<file path="src/sv/b64e_pkg.sv">
// ----------------------------------------------------------------------------
// b64e_pkg
// Shared types, constants and the symbol lookup for the base64 encoder.
// ----------------------------------------------------------------------------
package b64e_pkg;

  localparam int unsigned ByteW    = 8;
  localparam int unsigned GroupW   = 24;
  localparam int unsigned SextetW  = 6;
  localparam int unsigned HeldW    = 16;
  localparam int unsigned QDepth   = 2;
  localparam int unsigned QPtrW    = 1;
  localparam int unsigned QCntW    = 2;

  localparam logic [7:0] PadChar   = 8'h3d;
  localparam logic [1:0] LastIdx   = 2'd3;

  // one gathered group handed from the front to the back
  typedef struct packed {
    logic [GroupW-1:0] group;
    logic [1:0]        filled;  // bytes in the group, 1..3
    logic              fin;     // group closes the message
  } grp_t;

  typedef struct packed {
    logic valid;
    logic ready;
  } hs_t;

  function automatic logic [7:0] sym_lookup(input logic [SextetW-1:0] idx);
    logic [7:0] ch;
    if (idx < 6'd26) begin
      ch = 8'h41 + {2'b00, idx};
    end else if (idx < 6'd52) begin
      ch = 8'h61 + {2'b00, idx} - 8'd26;
    end else if (idx < 6'd62) begin
      ch = 8'h30 + {2'b00, idx} - 8'd52;
    end else if (idx == 6'd62) begin
      ch = 8'h2b;
    end else begin
      ch = 8'h2f;
    end
    return ch;
  endfunction

endpackage

</file>
<file path="src/sv/base64_encoder.sv">
// ----------------------------------------------------------------------------
// base64_encoder
// Streaming base64 encoder: bytes in, four characters per 24-bit group out.
// ----------------------------------------------------------------------------
// The byte that closes a group is written to the queue, loaded into the group
//   register and its first character registered in the single output register.
// Throughput: one character per cycle while the sink is ready; a 2-group queue absorbs bursts.
// Reset: async active low, clears held bytes, queue and output valid.
module base64_encoder
  import b64e_pkg::*;
(
  input  logic       clk_i,
  input  logic       rst_ni,
  input  logic       s_axis_tvalid,
  output logic       s_axis_tready,
  input  logic [7:0] s_axis_tdata,   // [7:0] data_byte
  input  logic       s_axis_tlast,   // is_final
  output logic       m_axis_tvalid,
  input  logic       m_axis_tready,
  output logic [7:0] m_axis_tdata,   // [7:0] code_char
  output logic       m_axis_tlast    // end_of_text
);

  logic push, pop, q_full, q_empty;
  grp_t push_grp, head;

  b64e_front u_front (
    .clk_i      (clk_i),
    .rst_ni     (rst_ni),
    .in_valid_i (s_axis_tvalid),
    .in_ready_o (s_axis_tready),
    .in_byte_i  (s_axis_tdata),
    .in_fin_i   (s_axis_tlast),
    .push_o     (push),
    .push_grp_o (push_grp),
    .q_full_i   (q_full)
  );

  b64e_queue u_queue (
    .clk_i      (clk_i),
    .rst_ni     (rst_ni),
    .push_i     (push),
    .push_grp_i (push_grp),
    .full_o     (q_full),
    .pop_i      (pop),
    .empty_o    (q_empty),
    .head_o     (head)
  );

  b64e_back u_back (
    .clk_i       (clk_i),
    .rst_ni      (rst_ni),
    .q_empty_i   (q_empty),
    .q_head_i    (head),
    .pop_o       (pop),
    .out_valid_o (m_axis_tvalid),
    .out_ready_i (m_axis_tready),
    .out_char_o  (m_axis_tdata),
    .out_last_o  (m_axis_tlast)
  );

endmodule

</file>
<file path="src/sv/b64e_front.sv">
// ----------------------------------------------------------------------------
// b64e_front
// Gathers incoming bytes into 24-bit groups and pushes closed groups.
// ----------------------------------------------------------------------------
module b64e_front
  import b64e_pkg::*;
(
  input  logic             clk_i,
  input  logic             rst_ni,
  input  logic             in_valid_i,
  output logic             in_ready_o,
  input  logic [ByteW-1:0] in_byte_i,
  input  logic             in_fin_i,
  output logic             push_o,
  output grp_t             push_grp_o,
  input  logic             q_full_i
);

  logic [HeldW-1:0]  held_q, held_d;
  logic [1:0]        cnt_q, cnt_d;
  logic [GroupW-1:0] group;
  logic [1:0]        filled;
  logic              accept;
  logic              close;

  assign in_ready_o = !q_full_i;
  assign accept     = in_valid_i && in_ready_o;

  always_comb begin
    unique case (cnt_q)
      2'd1:    group = {held_q[15:8], in_byte_i, 8'h00};
      2'd2:    group = {held_q, in_byte_i};
      default: group = {in_byte_i, 16'h0000};
    endcase
    filled = (cnt_q == 2'd1) ? 2'd2 : (cnt_q == 2'd2) ? 2'd3 : 2'd1;
    close  = in_fin_i || (filled == 2'd3);
    held_d = held_q;
    cnt_d  = cnt_q;
    if (accept) begin
      if (close) begin
        held_d = '0;
        cnt_d  = 2'd0;
      end else begin
        held_d = group[GroupW-1:8];
        cnt_d  = filled;
      end
    end
  end

  assign push_o     = accept && close;
  assign push_grp_o = '{group: group, filled: filled, fin: in_fin_i};

  always_ff @(posedge clk_i or negedge rst_ni) begin
    if (!rst_ni) begin
      held_q <= '0;
      cnt_q  <= 2'd0;
    end else begin
      held_q <= held_d;
      cnt_q  <= cnt_d;
    end
  end

endmodule

</file>
<file path="src/sv/b64e_queue.sv">
// ----------------------------------------------------------------------------
// b64e_queue
// Two-entry group queue between the gathering front and the character back.
// ----------------------------------------------------------------------------
module b64e_queue
  import b64e_pkg::*;
(
  input  logic clk_i,
  input  logic rst_ni,
  input  logic push_i,
  input  grp_t push_grp_i,
  output logic full_o,
  input  logic pop_i,
  output logic empty_o,
  output grp_t head_o
);

  grp_t             mem_q [QDepth];
  logic [QPtrW-1:0] wr_q, rd_q;
  logic [QCntW-1:0] cnt_q;

  assign full_o  = (cnt_q == QCntW'(QDepth));
  assign empty_o = (cnt_q == '0);
  assign head_o  = mem_q[rd_q];

  always_ff @(posedge clk_i) begin
    if (push_i) begin
      mem_q[wr_q] <= push_grp_i;
    end
  end

  always_ff @(posedge clk_i or negedge rst_ni) begin
    if (!rst_ni) begin
      wr_q  <= '0;
      rd_q  <= '0;
      cnt_q <= '0;
    end else begin
      if (push_i) wr_q <= wr_q + 1'b1;
      if (pop_i)  rd_q <= rd_q + 1'b1;
      cnt_q <= cnt_q + QCntW'(push_i) - QCntW'(pop_i);
    end
  end

  a_no_overflow: assert property (@(posedge clk_i) disable iff (!rst_ni)
    full_o |-> !push_i)
    else $error("group queue pushed while full");
  a_no_underflow: assert property (@(posedge clk_i) disable iff (!rst_ni)
    empty_o |-> !pop_i)
    else $error("group queue popped while empty");
  a_cnt_range: assert property (@(posedge clk_i) disable iff (!rst_ni)
    cnt_q <= QCntW'(QDepth))
    else $error("group queue count out of range");

endmodule

</file>
<file path="src/sv/b64e_back.sv">
// ----------------------------------------------------------------------------
// b64e_back
// Turns each queued group into four characters, one per cycle while the output is not stalled, with padding.
// ----------------------------------------------------------------------------
module b64e_back
  import b64e_pkg::*;
(
  input  logic             clk_i,
  input  logic             rst_ni,
  input  logic             q_empty_i,
  input  grp_t             q_head_i,
  output logic             pop_o,
  output logic             out_valid_o,
  input  logic             out_ready_i,
  output logic [ByteW-1:0] out_char_o,
  output logic             out_last_o
);

  grp_t             cur_q;
  logic             busy_q;
  logic [1:0]       idx_q;
  logic             ovalid_q;
  logic [ByteW-1:0] ochar_q, ochar_d;
  logic             olast_q;
  logic             emit;
  logic [SextetW-1:0] sextet;

  // output slot free this cycle
  assign emit  = busy_q && (!ovalid_q || out_ready_i);
  assign pop_o = !q_empty_i && (!busy_q || (emit && idx_q == LastIdx));

  always_comb begin
    unique case (idx_q)
      2'd0:    sextet = cur_q.group[23:18];
      2'd1:    sextet = cur_q.group[17:12];
      2'd2:    sextet = cur_q.group[11:6];
      default: sextet = cur_q.group[5:0];
    endcase
    ochar_d = sym_lookup(sextet);
    if (cur_q.fin && (idx_q > cur_q.filled)) ochar_d = PadChar;
  end

  always_ff @(posedge clk_i) begin
    if (pop_o) cur_q <= q_head_i;
    if (emit) begin
      ochar_q <= ochar_d;
      olast_q <= cur_q.fin && (idx_q == LastIdx);
    end
  end

  always_ff @(posedge clk_i or negedge rst_ni) begin
    if (!rst_ni) begin
      busy_q   <= 1'b0;
      idx_q    <= 2'd0;
      ovalid_q <= 1'b0;
    end else begin
      if (emit) begin
        ovalid_q <= 1'b1;
        idx_q    <= idx_q + 2'd1;
      end else if (out_ready_i) begin
        ovalid_q <= 1'b0;
      end
      if (pop_o) begin
        busy_q <= 1'b1;
      end else if (emit && idx_q == LastIdx) begin
        busy_q <= 1'b0;
      end
    end
  end

  assign out_valid_o = ovalid_q;
  assign out_char_o  = ochar_q;
  assign out_last_o  = olast_q;

  a_idx_idle: assert property (@(posedge clk_i) disable iff (!rst_ni)
    !busy_q |-> idx_q == 2'd0)
    else $error("character index moved while idle");
  a_last_marked: assert property (@(posedge clk_i) disable iff (!rst_ni)
    (emit && idx_q == LastIdx && cur_q.fin) |=> (ovalid_q && olast_q))
    else $error("closing character lost its last flag");
  a_pop_gap: assert property (@(posedge clk_i) disable iff (!rst_ni)
    (busy_q && pop_o) |-> (emit && idx_q == LastIdx))
    else $error("group loaded over an unfinished one");

endmodule

</file>
<file path="config.mk">
export PLATFORM = sky130hd
export DESIGN_NAME = base64_encoder
export DESIGN_NICKNAME = d
export VERILOG_FILES = /design/src/sv/b64e_pkg.sv /design/src/sv/base64_encoder.sv /design/src/sv/b64e_front.sv /design/src/sv/b64e_queue.sv /design/src/sv/b64e_back.sv
export SDC_FILE = /design/constraint.sdc
export NUM_CORES = 1
export LEC_CHECK = 0
export ABC_CLOCK_PERIOD_IN_PS = 4710
export BUFFER_PORTS_ARGS = -buffer_cell sky130_fd_sc_hd__buf_2
export CAP_MARGIN = 20
export CORE_MARGIN = 3
export CORE_UTILIZATION = 35
export DETAILED_ROUTE_END_ITERATION = 10
export PLACE_DENSITY_LB_ADDON = 0.12
export REMOVE_ABC_BUFFERS = 1
export SLEW_MARGIN = 20
export SYNTH_ARGS = -nofsm -noshare
export SYNTH_HDL_FRONTEND = slang
export SYNTH_SLANG_ARGS = --single-unit
</file>
<file path="constraint.sdc">
create_clock -name clk_i -period 4.71 [get_ports clk_i]
set_input_delay 0.2355 -clock clk_i [delete_from_list [all_inputs] [get_ports clk_i]]
set_output_delay 0.2355 -clock clk_i [all_outputs]
set_load 0.01 [all_outputs]
</file>
Word-level counts from Yosys, hierarchy flattened
Memories as Yosys holds them, arrays and structs flattened. A register that Yosys moved wholly into a read port is not among the register bits.
Cells that the tools add are included.

storage, ports and cells
  word-level logic and storage cells = 67
  flip-flop bits (word level) = 35
  memories = 1
  memory bits (writable) = 54
  bits of input ports = 13

operators by class
  equality and inequality tests = 8
  $lt $le $gt $ge = 4
  reduce and logical (&&, ||, !) cells = 18
  $add $sub $neg = 10
  mux-type cells = 16

memories
  memory         words  width  rd ports  clocked after Yosys merged registers in  write ports  RTL line          RTL
  u_queue.mem_q  2      27     1         1                                        1            b64e_queue.sv:18  grp_t mem_q [QDepth];

operator list
  operator               count
  $pmux W24 S2           1
  $mux W8                3
  $pmux W6 S3            1
  $add A7 B6 Y8 const A  2
  $mux W16               1
  $lt A6 B6 Y1 const B   2
  $eq A2 B2 Y1 const B   5
  $sub A8 B5 Y8 const B  1
  $sub A8 B6 Y8 const B  1
  $add A6 B6 Y7 const A  1
  $logic_and A1 B1 Y1    7
  $eq A6 B6 Y1 const B   1
  $lt A6 B5 Y1 const B   1
  $mux W1                6
  $mux W2                3
  $eq A2 B1 Y1 const B   2
  $logic_not A1 Y1       4
  $logic_not A2 Y1       2
  $reduce_bool A2 Y1     2
  $logic_or A1 B1 Y1     3
  $mux W3                1
  $add A1 B1 Y1 const B  2
  $add A2 B1 Y2          1
  $add A2 B1 Y2 const B  1
  2 further kinds        2

Longest topological paths before layout
  depth after elaboration = 8
  gate-level depth with buffers = 12
  mapped depth without buffers = 11

By module
From an unflattened synthesis, not the netlist that was laid out.

unflattened totals
  cell total of the unflattened synthesis = 348
  area, all modules = 5,173.7 um^2

by module, submodules not included
  module      times used  area an instance (um^2)  cells an instance  sequential area each (um^2)
  b64e_queue  1           2,244.7                  99                 1,721.7
  b64e_back   1           1,859.3                  137                1,181.1
  b64e_front  1           1,069.8                  112                450.4

Least setup slack after synthesis
No wires, ideal clock.

  kind = register to register
  start = register u_queue.cnt_q[1]
  end = memory u_queue.mem_q[0][0] in the netlist's numbering (enable)
  stages on the path, launching flop included = 6
  data arrival time = 2.960 ns
  path slack = 1.305 ns
  required time = 4.265 ns
  clock period less this slack = 3.405 ns
  setup time = 0.445 ns
  cell sequence = dfrtp_1 -> nand2_1 -> nand2_1 -> clkbuf_1 -> buf_1 -> nor3_1

between the ends
  longest elaborated chain between the ends = 6

ends and longest elaborated chain
  item                           RTL line              RTL
  from (decl)                    b64e_queue.sv:20      logic [QCntW-1:0] cnt_q;
  from (signal assigned)         b64e_queue.sv:40      cnt_q <= cnt_q + QCntW'(push_i) - QCntW'(pop_i);
  $eq A2 B2 Y1                   b64e_queue.sv:22      assign full_o = (cnt_q == QCntW'(QDepth));
  $logic_not A1 Y1               b64e_front.sv:26      assign in_ready_o = !q_full_i;
  net s_axis_tready              base64_encoder.sv:15  output logic s_axis_tready,
  $logic_and A1 B1 Y1            b64e_front.sv:27      assign accept = in_valid_i && in_ready_o;
  $logic_and A1 B1 Y1            b64e_front.sv:50      assign push_o = accept && close;
  $mux W1                        b64e_queue.sv:27      if (push_i) begin
  $mux W1 (not written as such)  b64e_queue.sv:28      mem_q[wr_q] <= push_grp_i;
  to (decl)                      b64e_queue.sv:18

The timed path passes the listed nets, and every way through them passes these cells.

Worst setup path in the final report
  start = register u_back.idx_q[0]
  end = register u_back.ochar_q[3], in the netlist u_back.out_char_o[3] (data pin)

between the ends
  longest elaborated chain between the ends = 7

ends and longest elaborated chain
  item                                        RTL line         RTL
  from (decl)                                 b64e_back.sv:21  logic [1:0] idx_q;
  from (signal assigned)                      b64e_back.sv:59  idx_q <= idx_q + 2'd1;
  $eq A2 B2 Y1, or another cell as far along  b64e_back.sv:33  unique case (idx_q)
  $pmux W6 S3                                 b64e_back.sv:33
  $add A6 B6 Y7                               b64e_pkg.sv:37   ch = 8'h30 + {2'b00, idx} - 8'd52;
  $sub A8 B6 Y8                               b64e_pkg.sv:37
  $mux W8                                     b64e_pkg.sv:36   end else if (idx < 6'd62) begin
  $mux W8                                     b64e_pkg.sv:34   end else if (idx < 6'd52) begin
  $mux W8                                     b64e_pkg.sv:32   if (idx < 6'd26) begin
  to (signal assigned)                        b64e_back.sv:46  ochar_q <= ochar_d;
  to (decl)                                   b64e_back.sv:23  logic [ByteW-1:0] ochar_q, ochar_d;

Parallel ways exist; a longest one is shown, timed or not.
A chain may end at the register's enable or synchronous reset.

==> results_dict.tcl <==
set metrics [dict create \
    status "finished clean" \
    ios 24 \
    io_buffers 23 \
    synth_area_um2 5080 \
    p_leak_uw 0.00228 \
    power.density_nw_per_um2 768 \
    core.rowCount 43 \
    synth_top_family_by_area "compound AO/OA/AOI/OAI gates" \
    final.setup_skew_ns 0.0111 \
    synthArstFlopShare_pct 22.4 \
    fin_crit_sh_pct 71.7 \
    cp.required_ns 4.86 \
    die_y_um 126 \
    synthMuxAreaShare_pct 7.29 \
    gp_congestion 0.835 \
    numCtsBuffers 17 \
    drc 0 \
    setup_slack_ns 1.33 \
    cp_top_family "compound AO/OA/AOI/OAI gates" \
    setup_tns_ns 0 \
    postRouteWirelength_um 10700 \
    power_frac_clock_pct 26.3 \
    htree_levels 4 \
    synth_edf_count 90 \
    syn_to_final_growth_pct 17.6 \
    ys.flop_type "edfxtp_1" \
    yosysTopAreaCellShare_pct 53.2 \
    gr-usage-met2_pct 22.0 \
    r2r-end "u_back.out_char_o[3]" \
    total_power_uw 4590 \
    place_ws_ns 1.40 \
    reg2reg_depth 11 \
    final-hold-violation-count 0 \
    critPathBufInv 3 \
    insertion_delay_ns 0.41 \
    busiest_layer "met2" \
    avgSynthCellArea_um2 13.6 \
    synthCells 373 \
    grt_pass1_wl_um 17500 \
    path_cells "inv_1, ha_1, a22oi_1, a22o_1, clkinv_1, ha_1, inv_1, a211oi_1, o31ai_1, o211ai_1, a2111o_1" \
    final_max_slew_viol_count 0 \
    share_seq_of_total_power_pct 35.1 \
    hold_path_depth 1 \
    dieArea_um2 16000 \
    critPathKind "reg2reg" \
    yosys-top-cells-area "edfxtp_1 53%, dfrtp_1 13%, mux2_2 6.4%, ha_1 3.7%, nand2_1 2.7%" \
    cts_tree "yes" \
    synth.distinct_cells 45 \
    synth_fa_ha_area_share_pct 3.69 \
    synth-xor-area-share_pct 1.21 \
    yosys.area_share.simple_pct 8.97 \
    grt_pass1_vias 3134 \
    global_route.usage.met1_pct 19.0 \
    reg2reg_from "u_back.idx_q[0]" \
    hpwlAfterDp_um 7120 \
    max_stage_delay_ns 0.43 \
    ys_warn_count 0 \
    p_sw_share_pct 35.9 \
    drtPass1Iterations 4 \
    clkSlewWorstSetupHoldPaths_ns 0.05 \
    dieWidth_um 126 \
    placed_cells 567 \
    final_core_util_pct 42.6 \
    arrival_ns 3.53 \
    crit_path_start "u_back.idx_q[0]" \
    antenna_cells 0 \
    combPwrFrac_pct 38.6 \
    critPathSlowestCell "dfrtp_1" \
    drive_above_1_share_pct 21.5 \
    setup_viol 0 \
    power.net_switching_uw 1650 \
    ir_drop_mv 0.588 \
    synth_compound_area_share_pct 10.4 \
    cts_resized 0 \
    core_area_um2 14000 \
    hold_path_class "in2reg" \
    first_iter_violations 297 \
    grt_overflow 0 \
    via_count 3044 \
    setup.worst_path.end "u_back.out_char_o[3]" \
    grtUsageMet3_pct 3.75 \
    nNetsFinal 435 \
    drv_cap 0 \
    clockBufferDepth 2 \
    crit_path_end_kind "register" \
    cts_root_buf "clkbuf_16" \
    routedWlPerCell_um 17.9 \
    final.min_clock_period_ns 3.38 \
    antenna_found_initial 0 \
    cp-start-kind "register" \
    rrSetupSlack_ns 1.33 \
    start_util_pct 36.2 \
    synth-seq-cells 116 \
    max_clock_freq_ghz 0.296 \
    path_depth 11 \
    stdcell_count 599 \
    grt_max_degree 30 \
    crit_fanout 9 \
    slew_headroom_pct 46.5 \
    final_antenna_net_count 0 \
    yosysTopAreaCell "edfxtp_1" \
    tightest_slew_ns 0.800 \
    internal-power_uw 2940 \
    yosysSeqAreaShare_pct 66.0 \
    cts.sinks 116 \
    grt_usage_pct 14.3 \
    post_cts_buffers 0 \
    rsz0062_at_grt "false" \
    via_per_inst 5.08 \
]
power by group through the flow:
stage | combinational (µW) | sequential (µW) | clock [µW]
after floorplan | 1210 | 1660 | 0
after global placement | 1810 | 1630 | 0
after detailed placement | 1770 | 1640 | 0
after CTS | 1780 | 1620 | 1230
after global routing | 1980 | 1640 | 1280
final | 1770 | 1610 | 1210
state kept, by name, summed over array words and instances (netlist names):
signal,cells
u_queue.rd_q,1
u_back.out_char_o,8
u_front.held_q,16
u_back.out_valid_o,1
u_back.cur_q,27
u_back.out_last_o,1
u_queue.cnt_q,2
u_queue.mem_q,54
u_back.idx_q,2
u_front.cnt_q,2
u_back.busy_q,1
u_queue.wr_q,1
routing by layer:
layer / part of all wire, % / up-vias
li1: - / 1474
met1: 47 / 1503
met5: 0 / -
met4: 2.0 / 0
met2: 48 / 53
met3: 3.3 / 14
cells by family (layout without fill, tap and decap cells):
logic type                 after synthesis  count (layout)
xor gates and xnor gates                 7               7
adders and majority gates               15              15
buffers and inverters                   33              79
AOI/OAI and AO/OA                       73              73
DFF                                    116             116
and+or+nand+nor                         96              96
muxes                                   33              33
synthesized netlist by cell type, drive strengths merged (2+ instances only):
library cell / count
a211oi: 6
a21o: 3
a21oi: 10
a221oi: 2
a222oi: 4
a22o: 9
a22oi: 11
a31oi: 2
a32o: 2
and2: 10
buf: 2
clkbuf: 11
dfrtp: 26
edfxtp: 90
ha: 15
inv: 19
mux2: 29
mux2i: 4
nand2: 36
nand2b: 10
nand3: 4
nand4: 2
nor2: 17
nor2b: 3
nor3: 8
nor4: 3
o211ai: 3
o21ai: 14
xnor2: 5
xor2: 2
layout make-up:
cell class | count | area [µm²]
clock buffer | 19 | 443
clock inverter | 12 | 114
fill | 1292 | 8070
inverter | 20 | 75.1
multi-input combinational | 224 | 1610
sequential | 116 | 3350
tap | 180 | 225
timing repair buffer | 28 | 155
worst min path at each step:
stage            startpoint             endpoint  slack (ns)
2_1_floorplan        rst_ni        u_back.busy_q       -0.06
3_3_place_gp         rst_ni     u_front.cnt_q[1]        0.31
3_5_place_dp         rst_ni     u_front.cnt_q[1]        0.31
4_1_cts        s_axis_tlast  u_queue.mem_q[0][0]        0.04
5_1_grt        s_axis_tlast  u_queue.mem_q[0][0]        0.06
6_report       s_axis_tlast  u_queue.mem_q[0][0]        0.07
cell usage in the layout (no fill, tap or decap), types with 3 or more instances in the layout:
cell type / n
clkbuf_16: 17
nor3_1: 7
dfrtp_1: 26
o21ai_0: 14
buf_4: 4
a22o_1: 9
clkinv_1: 4
clkinv_2: 4
inv_2: 3
a21oi_1: 9
nor2b_1: 3
a21o_1: 3
nand2_1: 36
ha_1: 15
a222oi_1: 4
buf_2: 23
nor2_1: 17
inv_1: 16
clkinvlp_4: 3
and2_1: 10
mux2_2: 29
edfxtp_1: 90
nand2b_1: 10
a211oi_1: 5
o211ai_1: 3
a22oi_1: 11
nand3_1: 4
xnor2_1: 5
mux2i_1: 3
nor4_1: 3
stage by stage:
| step | hold slack [ns] | instance area, µm² |
|---|---|---|
| 2_1_floorplan | -0.0601 | 5030 |
| 3_3_place_gp | 0.308 | 5410 |
| 3_5_place_dp | 0.307 | 5410 |
| 4_1_cts | 0.0387 | 5980 |
| 5_1_grt | 0.0555 | 5980 |
| 6_report | 0.0666 | 5980 |
worst reg2reg max path: stages (launching register included):
cell and delay (ns):
dfrtp_1 0.43, inv_1 0.12, ha_1 0.29, a22oi_1 0.20, a22o_1 0.35, clkinv_1 0.30
ha_1 0.38, inv_1 0.16, a211oi_1 0.07, o31ai_1 0.28, o211ai_1 0.13, a2111o_1 0.42
timing repair:
item	in CTS	in global routing
hold buffers	1	0
endpoints found under the setup margin	0	0
hold endpoints to repair	26	0
(Power assumes the default switching activity.)
